## config.mk

```make
export PLATFORM = sky130hd
export DESIGN_NAME = addressed_frame_receiver
export DESIGN_NICKNAME = d
export VERILOG_FILES = /design/src/design/afr_pkg.sv /design/src/design/afr_decode.sv /design/src/design/addressed_frame_receiver.sv
export SDC_FILE = /design/constraint.sdc
export NUM_CORES = 1
export LEC_CHECK = 0
export ABC_AREA = 1
export ABC_CLOCK_PERIOD_IN_PS = 6620
export BUFFER_PORTS_ARGS = -buffer_cell sky130_fd_sc_hd__buf_2
export CORE_ASPECT_RATIO = 2
export CORE_MARGIN = 2
export CORE_UTILIZATION = 37
export DETAILED_ROUTE_END_ITERATION = 10
export PLACE_DENSITY = 0.58
export SLEW_MARGIN = 20
export SYNTH_ARGS = -nofsm -noshare
export SYNTH_HDL_FRONTEND = slang
export SYNTH_HIERARCHICAL = 1
export SYNTH_SLANG_ARGS = --single-unit
```

## constraint.sdc

```tcl
create_clock -name clk -period 6.62 [get_ports clk]
set_clock_uncertainty 0.15 [all_clocks]
set_input_delay 0.331 -clock clk [delete_from_list [all_inputs] [get_ports clk]]
set_output_delay 0.331 -clock clk [all_outputs]
set_load 0.05 [all_outputs]
```

## src/design/afr_pkg.sv

```systemverilog
`timescale 1ns / 1ps

package afr_pkg;

  localparam int unsigned MAX_PAYLOAD = 251;

  localparam logic [7:0] SYNC_CHAR   = 8'hAA;
  localparam logic [7:0] IDLE_LENGTH = 8'hFC;

  typedef enum logic [1:0] {
    ST_GOOD      = 2'd0,
    ST_WRONG_ADR = 2'd1,
    ST_BAD_SUM   = 2'd2,
    ST_TOO_LONG  = 2'd3
  } status_t;

  // frame control state, cleared by reset
  typedef struct packed {
    logic       sync_seen;
    logic [7:0] position;
    logic [7:0] frame_length;
    logic [7:0] running_sum;
  } ctl_t;

  // frame header stores, only read after being written in the current frame
  typedef struct packed {
    logic [7:0] frame_address;
    logic [7:0] frame_command;
    logic [7:0] frame_first_data;
  } hdr_t;

  typedef struct packed {
    status_t    status;
    logic [7:0] command;
    logic [7:0] payload_length;
    logic [7:0] first_data;
  } res_t;

endpackage

```

## src/design/afr_decode.sv

```systemverilog
`timescale 1ns / 1ps

module afr_decode (
  input  afr_pkg::ctl_t ctl,
  input  afr_pkg::hdr_t hdr,
  input  logic [7:0]    rx_byte,
  input  logic          ninth_bit,
  input  logic          frame_error,
  input  logic          overrun,
  input  logic [7:0]    device_address,
  output afr_pkg::ctl_t ctl_next,
  output afr_pkg::hdr_t hdr_next,
  output logic          res_valid,
  output afr_pkg::res_t res
);
  import afr_pkg::*;

  logic [7:0] pos_inc;
  logic [7:0] len_eff;
  logic [7:0] first_eff;
  logic [8:0] end_pos;

  always_comb begin
    ctl_next  = ctl;
    hdr_next  = hdr;
    res_valid = 1'b0;
    res       = '{status: ST_GOOD, command: hdr.frame_command,
                  payload_length: ctl.frame_length, first_data: hdr.frame_first_data};
    pos_inc   = ctl.position + 8'd1;
    len_eff   = ctl.frame_length;
    first_eff = hdr.frame_first_data;
    end_pos   = {1'b0, ctl.frame_length} + 9'd4;

    if (!ninth_bit && !frame_error) begin
      // clean sync character restarts the frame, even with overrun
      ctl_next.sync_seen    = (rx_byte == SYNC_CHAR);
      ctl_next.position     = '0;
      ctl_next.frame_length = IDLE_LENGTH;
      ctl_next.running_sum  = '0;
    end else if (!ninth_bit || frame_error || overrun || !ctl.sync_seen) begin
      ctl_next.sync_seen    = 1'b0;
      ctl_next.position     = '0;
      ctl_next.frame_length = IDLE_LENGTH;
    end else begin
      ctl_next.position = pos_inc;
      if (pos_inc == 8'd1) hdr_next.frame_address = rx_byte;
      if (pos_inc == 8'd2) hdr_next.frame_command = rx_byte;
      if (pos_inc == 8'd3) len_eff = rx_byte;
      if (pos_inc == 8'd4) first_eff = rx_byte;
      hdr_next.frame_first_data = first_eff;
      end_pos = {1'b0, len_eff} + 9'd4;

      if (pos_inc == 8'd3 && rx_byte > 8'(MAX_PAYLOAD)) begin
        res_valid             = 1'b1;
        res.status            = ST_TOO_LONG;
        res.payload_length    = rx_byte;
        res.first_data        = '0;
        ctl_next.sync_seen    = 1'b0;
        ctl_next.position     = '0;
        ctl_next.frame_length = IDLE_LENGTH;
      end else if ({1'b0, pos_inc} == end_pos) begin
        // checksum byte
        res_valid          = 1'b1;
        res.payload_length = len_eff;
        res.first_data     = first_eff;
        if (hdr.frame_address != device_address) begin
          res.status = ST_WRONG_ADR;
        end else if (ctl.running_sum == rx_byte) begin
          res.status = ST_GOOD;
        end else begin
          res.status = ST_BAD_SUM;
        end
        ctl_next.sync_seen    = 1'b0;
        ctl_next.position     = '0;
        ctl_next.frame_length = IDLE_LENGTH;
      end else begin
        ctl_next.frame_length = len_eff;
        ctl_next.running_sum  = ctl.running_sum + rx_byte;
      end
    end
  end

endmodule

```

## src/design/addressed_frame_receiver.sv

```systemverilog
`timescale 1ns / 1ps

// channel   valid        stall        payload
// rx        rx_valid     rx_stall     rx_byte, ninth_bit, frame_error, overrun
// frame     frame_valid  frame_stall  status, command, payload_length, first_data
// config    device_address_we         device_address_data
//
// One character per cycle unless rx_stall is raised. A character is held in the
// input register, decoded against the frame state, and any result lands in the
// output register. rst is synchronous and clears frame state, the address
// register and both valid flags. A stalled result holds the decode stage; rx
// keeps being taken while that stage is free.

module addressed_frame_receiver (
  input  logic                 clk,
  input  logic                 rst,
  input  logic                 rx_valid,
  output logic                 rx_stall,
  input  logic [7:0]           rx_byte,
  input  logic                 ninth_bit,
  input  logic                 frame_error,
  input  logic                 overrun,
  output logic                 frame_valid,
  input  logic                 frame_stall,
  output afr_pkg::status_t     status,
  output logic [7:0]           command,
  output logic [7:0]           payload_length,
  output logic [7:0]           first_data,
  input  logic                 device_address_we,
  input  logic [7:0]           device_address_data
);
  import afr_pkg::*;

  logic [7:0] device_address;

  logic       s1_valid;
  logic [7:0] s1_byte;
  logic       s1_ninth;
  logic       s1_ferr;
  logic       s1_ovr;

  ctl_t ctl;
  ctl_t ctl_next;
  hdr_t hdr;
  hdr_t hdr_next;
  res_t res_next;
  res_t res;
  logic res_valid_next;

  logic out_free;
  logic go;
  logic rx_take;

  assign out_free = !frame_valid || !frame_stall;
  assign go       = s1_valid && out_free;
  assign rx_stall = s1_valid && !out_free;
  assign rx_take  = rx_valid && !rx_stall;

  afr_decode u_decode (
    .ctl            (ctl),
    .hdr            (hdr),
    .rx_byte        (s1_byte),
    .ninth_bit      (s1_ninth),
    .frame_error    (s1_ferr),
    .overrun        (s1_ovr),
    .device_address (device_address),
    .ctl_next       (ctl_next),
    .hdr_next       (hdr_next),
    .res_valid      (res_valid_next),
    .res            (res_next)
  );

  always_ff @(posedge clk) begin
    if (rst) begin
      device_address <= '0;
    end else if (device_address_we) begin
      device_address <= device_address_data;
    end
  end

  always_ff @(posedge clk) begin
    if (rst) begin
      s1_valid <= 1'b0;
    end else if (!rx_stall) begin
      s1_valid <= rx_valid;
    end
  end

  always_ff @(posedge clk) begin
    if (rx_take) begin
      s1_byte  <= rx_byte;
      s1_ninth <= ninth_bit;
      s1_ferr  <= frame_error;
      s1_ovr   <= overrun;
    end
  end

  always_ff @(posedge clk) begin
    if (rst) begin
      ctl <= '{sync_seen: 1'b0, position: 8'd0, frame_length: IDLE_LENGTH,
               running_sum: 8'd0};
    end else if (go) begin
      ctl <= ctl_next;
    end
  end

  always_ff @(posedge clk) begin
    if (go) begin
      hdr <= hdr_next;
    end
  end

  always_ff @(posedge clk) begin
    if (rst) begin
      frame_valid <= 1'b0;
    end else if (out_free) begin
      frame_valid <= go && res_valid_next;
    end
  end

  always_ff @(posedge clk) begin
    if (go && res_valid_next) begin
      res <= res_next;
    end
  end

  assign status         = res.status;
  assign command        = res.command;
  assign payload_length = res.payload_length;
  assign first_data     = res.first_data;

endmodule

```

* After elaboration in Yosys (flattened, before gate mapping)
Cells that the tools add are included.
** Operators by class
- Muxes and demuxes :: 24
- Add/sub/neg operators :: 3
- Multiply operators :: 0
- Shift-type cells :: 0
- Bitwise operators :: 2
- Order comparisons :: 1
- Div/mod/pow operators :: 0
- Eq/ne operators :: 11
- Reduce and logical (&&, ||, !) cells :: 24
** Operators with widths (number)
- $mux 16 :: 4
- $mux 8 :: 8
- $mux 17 :: 2
- $mux 25 :: 1
- $eq 8x2->1 const B :: 2
- $reduce_and 4->1 :: 3
- $add 8x3->9 const B :: 1
- $eq 8x9->1 :: 1
- $mux 9 :: 1
- $add 8x1->8 const B :: 1
- $add 8x8->8 :: 1
- $eq 8x1->1 const B :: 1
- $eq 8x3->1 const B :: 1
- $eq 8x8->1 :: 1
- $eq 8x8->1 const B :: 1
- $gt 8x8->1 const B :: 1
- $mux 2 :: 4
- $ne 8x8->1 :: 1
- $logic_not 1->1 :: 7
- $logic_and 1x1->1 :: 6
- $ne 2x1->1 const B :: 3
- $logic_or 1x1->1 :: 4
- $mux 1 :: 4
- $reduce_bool 4->1 :: 1
- other kinds (4) :: 5
** Word-level totals
- Output and inout bits :: 28
- ROM bits :: 0
- Bits in writable memories :: 0
- Flip-flop bits (word level) :: 96
- Input bits :: 24
- Memories :: 0
- Logic and storage cells :: 83
- Latch bits :: 0

* Longest topological paths before layout
Gate-level depths: netlist of the first run.
- Depth after elaboration :: 13
- Mapped depth :: 28
- Mapped depth without buffers :: 27

* Hierarchy
The synthesis of the first run kept the hierarchy.
** Modules (own cells, without submodules)
- addressed_frame_receiver :: area each 3296.9 um^2, instances 1, cells each 262, sequential area each 2532.4 um^2
- afr_decode :: area each 2301.0 um^2, instances 1, cells each 441, sequential area each 0.0 um^2

* Worst setup path after synthesis of the first run
Ideal clock, no wire load.
- Path kind :: register -> register
- Start point :: register ctl[16] (netlist name)
- End point :: register res (netlist bit command[0]), enable pin
- Setup time :: 0.409 ns
- Period minus slack after synthesis :: 4.367 ns
- Buffers on the path :: 1
- Cell stages (with the launch flop) :: 21
- Path slack :: 2.253 ns
- Data arrival time :: 3.808 ns
- Data required time :: 6.061 ns
- Path through :: dfxtp_1 > ha_1 > nand3_1 > o21bai_1 > nand2_1 > nor2_2 > buf_4 > nand4_4 > nand2_2 > ha_1 > xnor2_1 > nand3_1 > nor2_1 > nand3_1 > nor2_2 > nand2_4 > inv_1 > nand2_1 > nand2_1 > inv_1 > nor2_1
** On the way
- Word-level cells in the longest chain between the ends :: 12
- Elaborated cells between the ends (all ways) :: 13
- Those cells by class :: add/sub: 2; eq/ne: 2; mux: 7; reduce/logical: 2
** Ends and longest elaborated chain
- $add 8x1->8 * :: RTL line afr_decode.sv:29 : pos_inc = ctl.position + 8'd1;
- $eq 8x2->1 :: RTL line afr_decode.sv:48, afr_decode.sv:53
- $mux 8 :: RTL line afr_decode.sv:48 : if (pos_inc == 8'd3) len_eff = rx_byte;
- $mux 8 :: RTL line afr_decode.sv:40 : end else if (!ninth_bit || frame_error || overrun || !ctl.sync_seen) begin
- $mux 8 :: RTL line afr_decode.sv:34 : if (!ninth_bit && !frame_error) begin
- $add 8x3->9 :: RTL line afr_decode.sv:51 : end_pos = {1'b0, len_eff} + 9'd4;
- $eq 8x9->1 :: RTL line afr_decode.sv:61 : end else if ({1'b0, pos_inc} == end_pos) begin
- $mux 1 :: RTL line afr_decode.sv:61
- $mux 1 * :: RTL line afr_decode.sv:53 : if (pos_inc == 8'd3 && rx_byte > 8'(MAX_PAYLOAD)) begin
- $mux 1 * :: RTL line afr_decode.sv:40
- $mux 1 * :: RTL line afr_decode.sv:34
- via res_valid_next :: RTL line addressed_frame_receiver.sv:48 : logic res_valid_next;
- $logic_and 1x1->1 * :: RTL line addressed_frame_receiver.sv:122 : if (go && res_valid_next) begin
- end signal: assignment :: RTL line addressed_frame_receiver.sv:123 : res <= res_next;
- end: declaration :: RTL line addressed_frame_receiver.sv:47 : res_t res;
The timed path passes the listed nets; every way through them passes the cells marked *. The select of a mux whose other input is x is not followed.
A chain may end at the register's enable or synchronous reset.

* Worst setup path in the final report of the first run
- Start point :: register ctl[16] (netlist name)
- End point :: register ctl[0] (netlist name)
** On the way
- Word-level cells in the longest chain between the ends :: 9
- Elaborated cells between the ends (all ways) :: 11
- Those cells by class :: add/sub: 2; eq/ne: 4; mux: 3; reduce/logical: 2
** Ends and longest elaborated chain (RTL line)
- $add 8x1->8 * :: afr_decode.sv:29
- $eq 8x2->1 :: afr_decode.sv:48, afr_decode.sv:53
- $mux 8 :: afr_decode.sv:48
- $mux 8 :: afr_decode.sv:40
- $mux 8 :: afr_decode.sv:34
- $add 8x3->9 :: afr_decode.sv:51
- $eq 8x9->1 :: afr_decode.sv:61
- $ne 2x1->1 (no line)
- $reduce_and 4->1 (no line) *
Every way passes the cells marked *; elsewhere a longest branch is shown, timed or not. The select of a mux whose other input is x is not followed.

==> summary.txt, run 1 <==
Cells and area
  • Most frequent cells in the layout: 144 x nand2_1, 93 x nor2_1, 91 x inv_1, 61 x edfxtp_1, 56 x nand3_1
  • Most common cell after layout, fill and taps aside: nand2_1
  • Final Net Count: 777
  • Final Util: 42.1%
  • Antenna diode count: 0
  • P&R area growth vs syn: 11.5%
  • Layout cell share with drive strength beyond 1: 13.0%

Outcome
  • Status: complete, no violations

Min path
  • WHS Endpoint: s1_byte[2]
  • Hold Startpoint: rx_byte[2]
  • Hold depth: 1
  • Min-delay worst type: primary input to register

Floorplanning
  • Die area: 16200 um^2
  • CORE AREA: 14800 um^2
  • I/O pins: 52
  • FP Rows: 63
  • Die Ht: 178 um
  • DIE WIDTH: 91.0 um
  • Initial cell density of the core: 37.8%

Worst setup path
  • Critical R2R Capture: ctl[0]
  • Worst R2R Start: ctl[16]
  • Critical path launch point type: register
  • Cells on worst reg2reg path: 23
  • Critical Path, Cell by Cell: ha_1 > nand3_1 > o21bai_1 > nand2_1 > nor2_2 > nand3_4 > nand2_1 > nand2_2 > ha_1 > xnor2_1 > nand3_1 > nor2_1 > nand3_1 > nor2_2 > nand2_4 > nand2_4 > inv_2 > nor2_1 > nor2_1 > inv_1 > nand3_1 > nand2_1 > nor2_1
  • Critical path's slowest cell: dfxtp_1
  • WS Path Type: register to register
  • Slowest cell delay on critical path: 0.51 ns
  • Critical Path Sink Type: register
  • Critical Path RT: 6.72 ns
  • CP Data Arrival Time: 4.79 ns
  • CP top delay family: simple AND/OR/NAND/NOR gates
  • CP max FO: 32
  • Worst Setup SP: ctl[16]
  • Buf/Inv on CP: 2
  • R2r setup slk: 1.93 ns

Drt
  • WL met2: 7130 um
  • DRT antenna net count: 0
  • Vias: 4755
  • Wire length on met3: 518 um
  • DRT Pass-1 Iters: 5
  • DRC marker count from the first detailed-route iteration: 305
  • DRC viols: 0
  • Routed len/inst: 14.8 um
  • Via density: 5.06
  • Final wirelength: 13900 um
  • M1 wire length: 5420 um
  • Top layer in use: met4

Timing
  • Setup_tns: 0 ns
  • Final Hold Fails: 0
  • Setup violators final: 0
  • Final Cycle Share: 70.9%
  • Final hold slack: 0.0197 ns
  • Min cycle time layout: 4.69 ns
  • Transition time at the pin with the least slew margin: 1.00 ns
  • RSZ-0062 raised after global routing: false
  • Slew Viols, Final: 0
  • Slew headroom: 33.1%
  • Achievable Freq: 213 MHz

Synth
  • Gate Count Post-Synth: 703
  • Mean Syn Cell Area: 7.96 um^2
  • Post-synthesis sequential area ratio: 45.2%
  • Top-area cell type share of the netlist area: 32.7%
  • Most used DFF post-synth: edfxtp_1
  • Ys Warns: 6
  • Mapped Area: 5600 um^2
  • Largest cells by area after synthesis: edfxtp_1 33%, dfxtp_1 13%, nand2_1 9.7%
  • Unique cell type count in the Yosys netlist: 42
  • Yosys reg bits: 96
  • Number of flops mapped to enable cells by yosys: 61
  • Leading area contributor after synthesis: edfxtp_1
  • Synth Net Count: 741
  • FFs w/ async S/R, synth: 0%

CTS
  • CTS clk-pin slew, worst paths: 0.07 ns
  • Inserted Clock Buffers: 9
  • Postcts setup bufs: 0
  • CTS tree: yes
  • Clock Latency Late Sink: 0.35 ns
  • CTS sink count: 96
  • Worst-case clock buffer depth: 2
  • H-Tree Depth: 3
  • CTS root buffer: clkbuf_16

Pwr
  • Worst IR Drop VDD: 0.103 mV
  • Pleak: 2.82 nW
  • Pwr dens: 225 nW/um^2

GRT
  • Initial antenna violation count: 0
  • Grt ovf: 0
  • Number of global-route vias before repair: 4378
  • First-pass GRT wire length: 22200 um
  • GRT Util Overall: 17.8%
  • Largest net degree at the start of global routing: 47

Place
  • Port Buffer Count: 51
  • DP HPWL: 10200 um
  • Global placement routability congestion: 0.947

Job
  • Max Cap Violations: 0
==> layout make-up <==
type / instances / area, um^2
clock buffer: 10 / 229
clock inverter: 6 / 77.6
fill: 1533 / 8580
inverter: 95 / 357
multi-input combinational: 476 / 2450
sequential: 96 / 2530
tap: 195 / 244
timing repair buffer: 61 / 350
==> per-stage QoR <==
step	total power [mW]	instance area [um^2]	instances	setup WS [ns]
2_1_floorplan	0.830	5600	703	2.25
3_3_place_gp	0.868	5850	915	2.25
3_5_place_dp	0.873	5850	915	2.05
4_1_cts	1.42	6240	939	2.02
5_1_grt	1.46	6240	939	1.52
6_report	1.40	6240	939	1.93
==> cells by family (layout without fill, tap and decap cells) <==
kind of cell / count (synthesis) / after routing / share of synthesized area, %
AND/OR/NAND/NOR: 340 / 340 / 27.7
flip-flops: 96 / 96 / 45.2
AO/OA/AOI/OAI: 111 / 111 / 11.0
XOR/XNOR: 11 / 11 / 1.72
buffers and inverters: 131 / 172 / 11.0
adder cells (fa/ha/maj): 14 / 14 / 3.26
==> metal layers <==
layer / up-vias / GRT usage (%)
li1: 2371 / -
met1: 2165 / 19.0
met2: 168 / 32.2
met3: 51 / 2.12
met4: 0 / 12.1
met5: - / 0
==> cells in the mapped netlist, types with 2 or more instances <==
cell / instances
nand2_1: 144
nor2_1: 94
inv_1: 92
edfxtp_1: 61
nand3_1: 56
o21ai_0: 39
a21oi_1: 36
dfxtp_1: 35
buf_4: 17
ha_1: 13
nand4_1: 13
o21ai_1: 12
a22oi_1: 8
o21bai_1: 8
xor2_1: 8
buf_6: 7
clkbuf_1: 6
buf_2: 5
nand2_2: 5
or2_2: 4
nand2_4: 3
nand3b_1: 3
nor2_2: 3
nor2_4: 3
o22ai_1: 3
xnor2_1: 3
inv_2: 2
nand3_2: 2
nand3_4: 2
nor4_1: 2
o21ai_2: 2
or2_1: 2
==> power breakdown <==
group | switching, mW | internal (mW) | leakage (nW) | total [mW]
Clock | 0.237 | 0.300 | 0.147 | 0.536
Combinational | 0.116 | 0.0675 | 1.81 | 0.184
Sequential | 0.0220 | 0.659 | 0.860 | 0.681
Total | 0.375 | 1.03 | 2.82 | 1.40
==> how the worst max path moves through the flow <==
stage | cells past startpoint | to | slack, ns
final | 23 | ctl[0] | 1.93
after global routing | 23 | ctl[7] | 1.52
after CTS | 21 | payload_length[5] | 2.02
after detailed placement | 21 | command[1] | 2.05
after global placement | 21 | command[0] | 2.25
after floorplan | 20 | command[0] | 2.25
==> registers in the layout (all words and copies together) (netlist names) <==
signal          count
payload_length      8
s1_byte             8
device_address      8
hdr                24
s1_valid            1
s1_ninth            1
s1_ferr             1
status              2
ctl                25
frame_valid         1
command             8
s1_ovr              1
first_data          8
==> timing repair <==
item,in CTS,in global routing
hold buffers,8,0
hold endpoints to repair,8,0
gates resized for setup,0,0
Note: power is estimated with default switching activity, not from simulation.
==> inputs of run 2 (changes only) <==
Settings changed: ABC_CLOCK_PERIOD_IN_PS 6620 to 4300, PLACE_DENSITY 0.58 to 0.6.
Clock period 6.62 ns to 4.3 ns, I/O delays scaled along.
==> summary.txt, run 2 (synthesized netlist as in run 1, its figures left out) <==
Timing
  • Final Hold Fails: 0 (unchanged)
  • Min cycle time layout: 3.90 ns (-0.790 ns)
  • Transition time at the pin with the least slew margin: 1.04 ns (+0.0334 ns)
  • Achievable Freq: 256 MHz (+20%)
  • Slew headroom: 30.9% (-2.2 points)
  • Setup violators final: 0 (unchanged)
  • Final hold slack: 0.0687 ns (+0.0490 ns)
  • RSZ-0062 raised after global routing: false
  • Final Cycle Share: 90.7% (+20 points)
  • Slew Viols, Final: 0 (unchanged)
  • Setup_tns: 0 ns (unchanged)

Worst setup path
  • Critical Path RT: 4.21 ns (-2.51 ns)
  • Worst R2R Start: ctl[16]
  • Buf/Inv on CP: 3 (+1)
  • Critical Path Sink Type: register
  • Cells on worst reg2reg path: 21 (-8.7%)
  • CP dominant cell by count: nand2_1
  • CP top delay family: simple AND/OR/NAND/NOR gates
  • CP max FO: 26 (-19%)
  • WS Path Type: register to register
  • Slowest cell delay on critical path: 0.43 ns (-0.08 ns)
  • Critical path launch point type: register
  • Stages on worst setup path: 21 (-8.7%)
  • Critical Path, Cell by Cell: ha_1 > nand3_1 > o21bai_1 > nand2_1 > nor2_2 > nand3_4 > nand2_1 > nand2_2 > ha_1 > xnor2_1 > nand3_1 > nor2_1 > nand3_1 > nor2_2 > nand2_4 > inv_1 > nand2_1 > nand2_1 > inv_1 > nor2_2 > buf_12
  • Worst Setup SP: ctl[16]
  • Critical path's slowest cell: dfxtp_2
  • CP Data Arrival Time: 3.81 ns (-0.98 ns)

GRT
  • First-pass GRT wire length: 22100 um (-0.56%)
  • Initial antenna violation count: 0 (unchanged)
  • Number of global-route vias before repair: 4515 (+3.1%)
  • Grt ovf: 0 (unchanged)
  • Largest net degree at the start of global routing: 47 (unchanged)
  • GRT Util Overall: 17.6% (-0.17 points)

CTS
  • Clock Latency Late Sink: 0.35 ns (about the same)
  • Postcts setup bufs: 0 (unchanged)
  • CTS tree: yes
  • Worst-case clock buffer depth: 2 (unchanged)
  • H-Tree Depth: 3 (unchanged)
  • CTS clk-pin slew, worst paths: 0.07 ns (about the same)
  • Inserted Clock Buffers: 9 (unchanged)
  • CTS root buffer: clkbuf_16
  • CTS sink count: 96 (unchanged)

Job
  • Max Cap Violations: 0 (unchanged)

Place
  • Port Buffer Count: 51 (unchanged)
  • DP HPWL: 9940 um (-2.9%)
  • Global placement routability congestion: 0.873 (-7.8%)

Cells and area
  • Antenna diode count: 0 (unchanged)
  • P&R area growth vs syn: 15.6%
  • Final Net Count: 798 (+2.7%)
  • Largest reg by FF count: ctl
  • Most common cell after layout, fill and taps aside: nand2_1
  • Regs by FF count: ctl: 25 flops, hdr: 24 flops
  • Max reg flops: 25 (unchanged)
  • Most frequent cells in the layout: 144 x nand2_1, 93 x nor2_1, 92 x inv_1, 61 x edfxtp_1, 56 x nand3_1
  • Layout cell share with drive strength beyond 1: 14.1% (+1.1 points)

Min path
  • Min-delay worst type: primary input to register
  • Hold depth: 3 (+2)
  • Hold Startpoint: device_address_we

Drt
  • Final wirelength: 13700 um (-1.8%)
  • DRC marker count from the first detailed-route iteration: 284 (-6.9%)
  • DRT antenna net count: 0 (unchanged)
  • Vias: 4654 (-2.1%)
  • DRC viols: 0 (unchanged)
  • DRT Pass-1 Iters: 4 (-1)
  • Routed len/inst: 14.2 um (-4.0%)
  • Via density: 4.85 (-4.3%)

Pwr
  • Flop pwr share: 47.7% (-0.9 points)
  • Clock Power Share: 39.0% (+0.7 points)
  • P_int: 1.60 mW (+56%)
  • Switch Pwr: 597 uW (+59%)
  • Pwr dens: 339 nW/um^2 (+51%)
  • Switching Share: 27.2% (+0.44 points)
  • Overall power: 2.20 mW (+57%)
  • Comb pwr share: 13.3% (+0.2 points)
  • Pleak: 2.93 nW (+3.8%)
  • Worst IR Drop VDD: 0.172 mV (+67%)

Floorplanning
  • Initial cell density of the core: 37.8% (unchanged)
  • Die area: 16200 um^2 (unchanged)
  • Die Ht: 178 um (unchanged)
  • CORE AREA: 14800 um^2 (unchanged)
  • FP Rows: 63 (unchanged)
  • I/O pins: 52 (unchanged)
  • DIE WIDTH: 91.0 um (unchanged)

Outcome
  • Status: complete, no violations
-- run 2: cell count changes in the layout (fill, tap and decap cells not counted), sizes merged --
cell | before | now
inv | 95 | 97
clkinv | 4 | 3
buf | 53 | 61
clkbuf | 10 | 9
dlygate4sd3 | 8 | 21
-- run 2: stage by stage --
step                      setup slack [ns]  util [%]  std cells  instance area (um^2)
after floorplan                      0.354         -        703                  5600
after global placement               0.401      40.0        923                  5930
after detailed placement             0.318      40.0        923                  5930
after CTS                            0.304      43.6        960                  6460
after global routing                0.0378      43.7        960                  6470
final                                0.400      43.7        960                  6470
-- run 2: cell type report --
| type | instances | area [um^2] |
|---|---|---|
| tap | 195 | 244 |
| clock inverter | 7 | 96.3 |
| multi-input combinational | 476 | 2460 |
| clock buffer | 9 | 225 |
| fill | 1563 | 8350 |
| sequential | 96 | 2530 |
| inverter | 95 | 357 |
| timing repair buffer | 82 | 553 |
-- run 2: worst paths after layout --
path	end	slack [ns]
hold / removal	device_address[7]	0.07
setup / recovery	payload_length[3]	0.40
setup reg to reg	payload_length[3]	0.40
hold reg to reg	command[0]	0.31
-- run 2: repair_timing --
action / CTS / global route
hold buffers: 21 / 0
gates resized for setup: 0 / 3
setup endpoints to repair: 0 / 42
endpoints found under the hold margin: 20 / 0
-- run 2: routing by layer --
metal  vias to the layer above  track usage, %  routed length (um)
li1                       2416               -                   -
met1                      2095            18.0                5270
met2                       110            32.5                7180
met3                        33            2.38                 468
met4                         0            12.3                 746
met5                         -               0                   0
-- run 2: worst register-to-register path: stages (launching register included) --
cell	delay [ns]
dfxtp_2	0.43
ha_1	0.22
nand3_1	0.14
o21bai_1	0.16
nand2_1	0.11
nor2_2	0.19
nand3_4	0.20
nand2_1	0.16
nand2_2	0.10
ha_1	0.31
xnor2_1	0.15
nand3_1	0.09
nor2_1	0.10
nand3_1	0.09
nor2_2	0.19
nand2_4	0.16
inv_1	0.08
nand2_1	0.09
nand2_1	0.09
inv_1	0.06
nor2_2	0.14
buf_12	0.20
-- run 2: power by group through the flow --
| stage | Clock (mW) | Sequential [mW] | Combinational [mW] |
|---|---|---|---|
| 6_report | 0.856 | 1.05 | 0.292 |
| 5_1_grt | 0.906 | 1.05 | 0.330 |
| 4_1_cts | 0.876 | 1.05 | 0.292 |
| 3_5_place_dp | 0 | 1.07 | 0.276 |
| 3_3_place_gp | 0 | 1.07 | 0.274 |
| 2_1_floorplan | 0 | 1.06 | 0.223 |
==> inputs of run 3 (changes only) <==
Settings changed: BUFFER_PORTS_ARGS -buffer_cell sky130_fd_sc_hd__buf_2 to -buffer_cell sky130_fd_sc_hd__clkbuf_2.
==> summary.txt, run 3 (synthesized netlist as in run 1, its figures left out) <==
Pwr
  • Overall power: 2.20 mW (+0.12%)
  • Comb pwr share: 13.4% (about the same)
  • Switch Pwr: 600 uW (+0.48%)
  • Pleak: 2.94 nW (+0.29%)
  • Switching Share: 27.3% (+0.099 points)
  • Pwr dens: 340 nW/um^2 (+0.17%)
  • Flop pwr share: 47.7% (about the same)
  • P_int: 1.60 mW (about the same)
  • Clock Power Share: 38.9% (about the same)
  • Worst IR Drop VDD: 0.164 mV (-4.5%)

Timing
  • Min cycle time layout: 3.84 ns (-0.0649 ns)
  • RSZ-0062 raised after global routing: false
  • Achievable Freq: 261 MHz (+1.7%)
  • Final Hold Fails: 0 (unchanged)
  • Final hold slack: 0.0878 ns (+0.0190 ns)
  • Slew headroom: 32.3% (+1.4 points)
  • Setup violators final: 0 (unchanged)
  • Transition time at the pin with the least slew margin: 1.01 ns (-0.0215 ns)
  • Slew Viols, Final: 0 (unchanged)
  • Setup_tns: 0 ns (unchanged)
  • Final Cycle Share: 89.2% (-1.5 points)

Job
  • Max Cap Violations: 0 (unchanged)

Drt
  • DRC viols: 0 (unchanged)
  • Vias: 4693 (+0.84%)
  • Via density: 4.89 (+0.84%)
  • DRT antenna net count: 0 (unchanged)
  • Routed len/inst: 14.3 um (+0.41%)
  • Final wirelength: 13700 um (+0.41%)
  • DRT Pass-1 Iters: 5 (+1)
  • DRC marker count from the first detailed-route iteration: 283 (-0.35%)

GRT
  • Grt ovf: 0 (unchanged)
  • Number of global-route vias before repair: 4484 (-0.69%)
  • First-pass GRT wire length: 22200 um (+0.62%)
  • GRT Util Overall: 17.7% (+0.14 points)
  • Initial antenna violation count: 0 (unchanged)
  • Largest net degree at the start of global routing: 47 (unchanged)

CTS
  • Postcts setup bufs: 0 (unchanged)
  • Clock Latency Late Sink: 0.35 ns (about the same)
  • CTS root buffer: clkbuf_16
  • CTS tree: yes
  • Worst-case clock buffer depth: 2 (unchanged)
  • CTS clk-pin slew, worst paths: 0.07 ns (about the same)
  • Inserted Clock Buffers: 9 (unchanged)
  • H-Tree Depth: 3 (unchanged)
  • CTS sink count: 96 (unchanged)

Min path
  • Hold depth: 3 (unchanged)
  • Min-delay worst type: primary input to register
  • WHS Endpoint: device_address[6]
  • Hold Startpoint: device_address_we

Worst setup path
  • Critical R2R Capture: payload_length[6]
  • WS Path Type: register to register
  • Critical Path RT: 4.21 ns (about the same)
  • CP max FO: 26 (unchanged)
  • Critical path launch point type: register
  • Worst R2R Start: ctl[16]
  • CP Data Arrival Time: 3.74 ns (-0.07 ns)
  • R2r setup slk: 0.46 ns (+0.06 ns)
  • Cells on worst reg2reg path: 21 (unchanged)
  • Critical Path Sink Type: register

Cells and area
  • Final Net Count: 798 (unchanged)
  • Layout cell share with drive strength beyond 1: 14.1% (unchanged)
  • Design area: 6460 um^2 (about the same)
  • Antenna diode count: 0 (unchanged)
  • Most common cell after layout, fill and taps aside: nand2_1
  • Max reg flops: 25 (unchanged)
  • P&R area growth vs syn: 15.5% (about the same)
  • Most frequent cells in the layout: 144 x nand2_1, 93 x nor2_1, 92 x inv_1, 61 x edfxtp_1, 56 x nand3_1
  • Fillers: 1568 (+0.32%)
  • Regs by FF count: ctl: 25 flops, hdr: 24 flops
  • Largest reg by FF count: ctl

Place
  • Area post-placement: 5930 um^2 (unchanged)
  • Global placement routability congestion: 0.880 (+0.84%)
  • DP HPWL: 10100 um (+1.3%)
  • Port Buffer Count: 51 (unchanged)

Floorplanning
  • FP Rows: 63 (unchanged)
  • DIE WIDTH: 91.0 um (unchanged)
  • CORE AREA: 14800 um^2 (unchanged)
  • Initial cell density of the core: 37.8% (unchanged)
  • Die area: 16200 um^2 (unchanged)
  • Die Ht: 178 um (unchanged)
  • I/O pins: 52 (unchanged)

Outcome
  • Status: complete, no violations
==> run 3: cell count changes in the layout (fill, tap and decap cells not counted), sizes merged <==
cell,change
buf,-51
inv,+2
clkinv,-1
clkinvlp,-1
clkbuf,+51
==> run 3: metal layers <==
layer	track usage [%]	vias to the layer above	part of all wire (%)
li1	-	2406	-
met3	2.55	39	3.0
met4	11.9	0	5.4
met1	18.4	2139	39
met5	0	-	0
met2	32.6	109	53
==> run 3: how the worst max path moves through the flow <==
| stage | start | to | slack, ns | cells after the start |
|---|---|---|---|---|
| after floorplan | ctl[16] | command[0] | 0.35 | 20 |
| after global placement | ctl[16] | ctl[2] | 0.42 | 23 |
| after detailed placement | ctl[16] | ctl[2] | 0.33 | 23 |
| after CTS | ctl[16] | ctl[2] | 0.32 | 23 |
| after global routing | ctl[16] | payload_length[7] | 0.03 | 21 |
| final | ctl[16] | payload_length[6] | 0.46 | 21 |
==> run 3: layout make-up <==
| type | instances | area (um^2) | area share, % |
|---|---|---|---|
| Clock inverter | 7 | 92.6 | 1.43 |
| Inverter | 95 | 357 | 5.52 |
| Tap cell | 195 | 244 | 3.77 |
| Multi-Input combinational cell | 476 | 2460 | 38.0 |
| Timing Repair Buffer | 82 | 553 | 8.55 |
| Sequential cell | 96 | 2530 | 39.2 |
| Clock buffer | 9 | 225 | 3.48 |
==> run 3: through the flow <==
stage / worst slack, ns / std cells / util [%]
2_1_floorplan: 0.354 / 703 / -
3_3_place_gp: 0.420 / 923 / 40.0
3_5_place_dp: 0.334 / 923 / 40.0
4_1_cts: 0.322 / 960 / 43.5
5_1_grt: 0.0314 / 960 / 43.6
6_report: 0.464 / 960 / 43.6
==> run 3: timing repair <==
item,in CTS,in global routing
resized for setup,0,3
hold buffers,21,0
endpoints found under the hold margin,20,0
setup endpoints to repair,0,40
==> run 3: critical path: stages, from the launching register on <==
cell	delay, ns
dfxtp_2	0.42
ha_1	0.21
nand2_1	0.09
nand2_2	0.16
nand3_4	0.11
nor2_8	0.19
nand3_4	0.20
nand2_1	0.17
nand2_2	0.09
ha_1	0.31
xnor2_1	0.15
nand3_1	0.09
nor2_1	0.10
nand3_1	0.09
nor2_2	0.18
nand2_4	0.15
inv_1	0.08
nand2_1	0.09
nand2_1	0.09
inv_1	0.06
nor2_2	0.14
buf_12	0.20
==> run 3: power by group through the flow <==
stage	registers (mW)	logic, mW	clock network, mW
detailed placement	1.07	0.278	0
CTS	1.05	0.294	0.884
finish	1.05	0.294	0.856
floorplan	1.06	0.223	0
global route	1.05	0.334	0.909
global placement	1.07	0.275	0
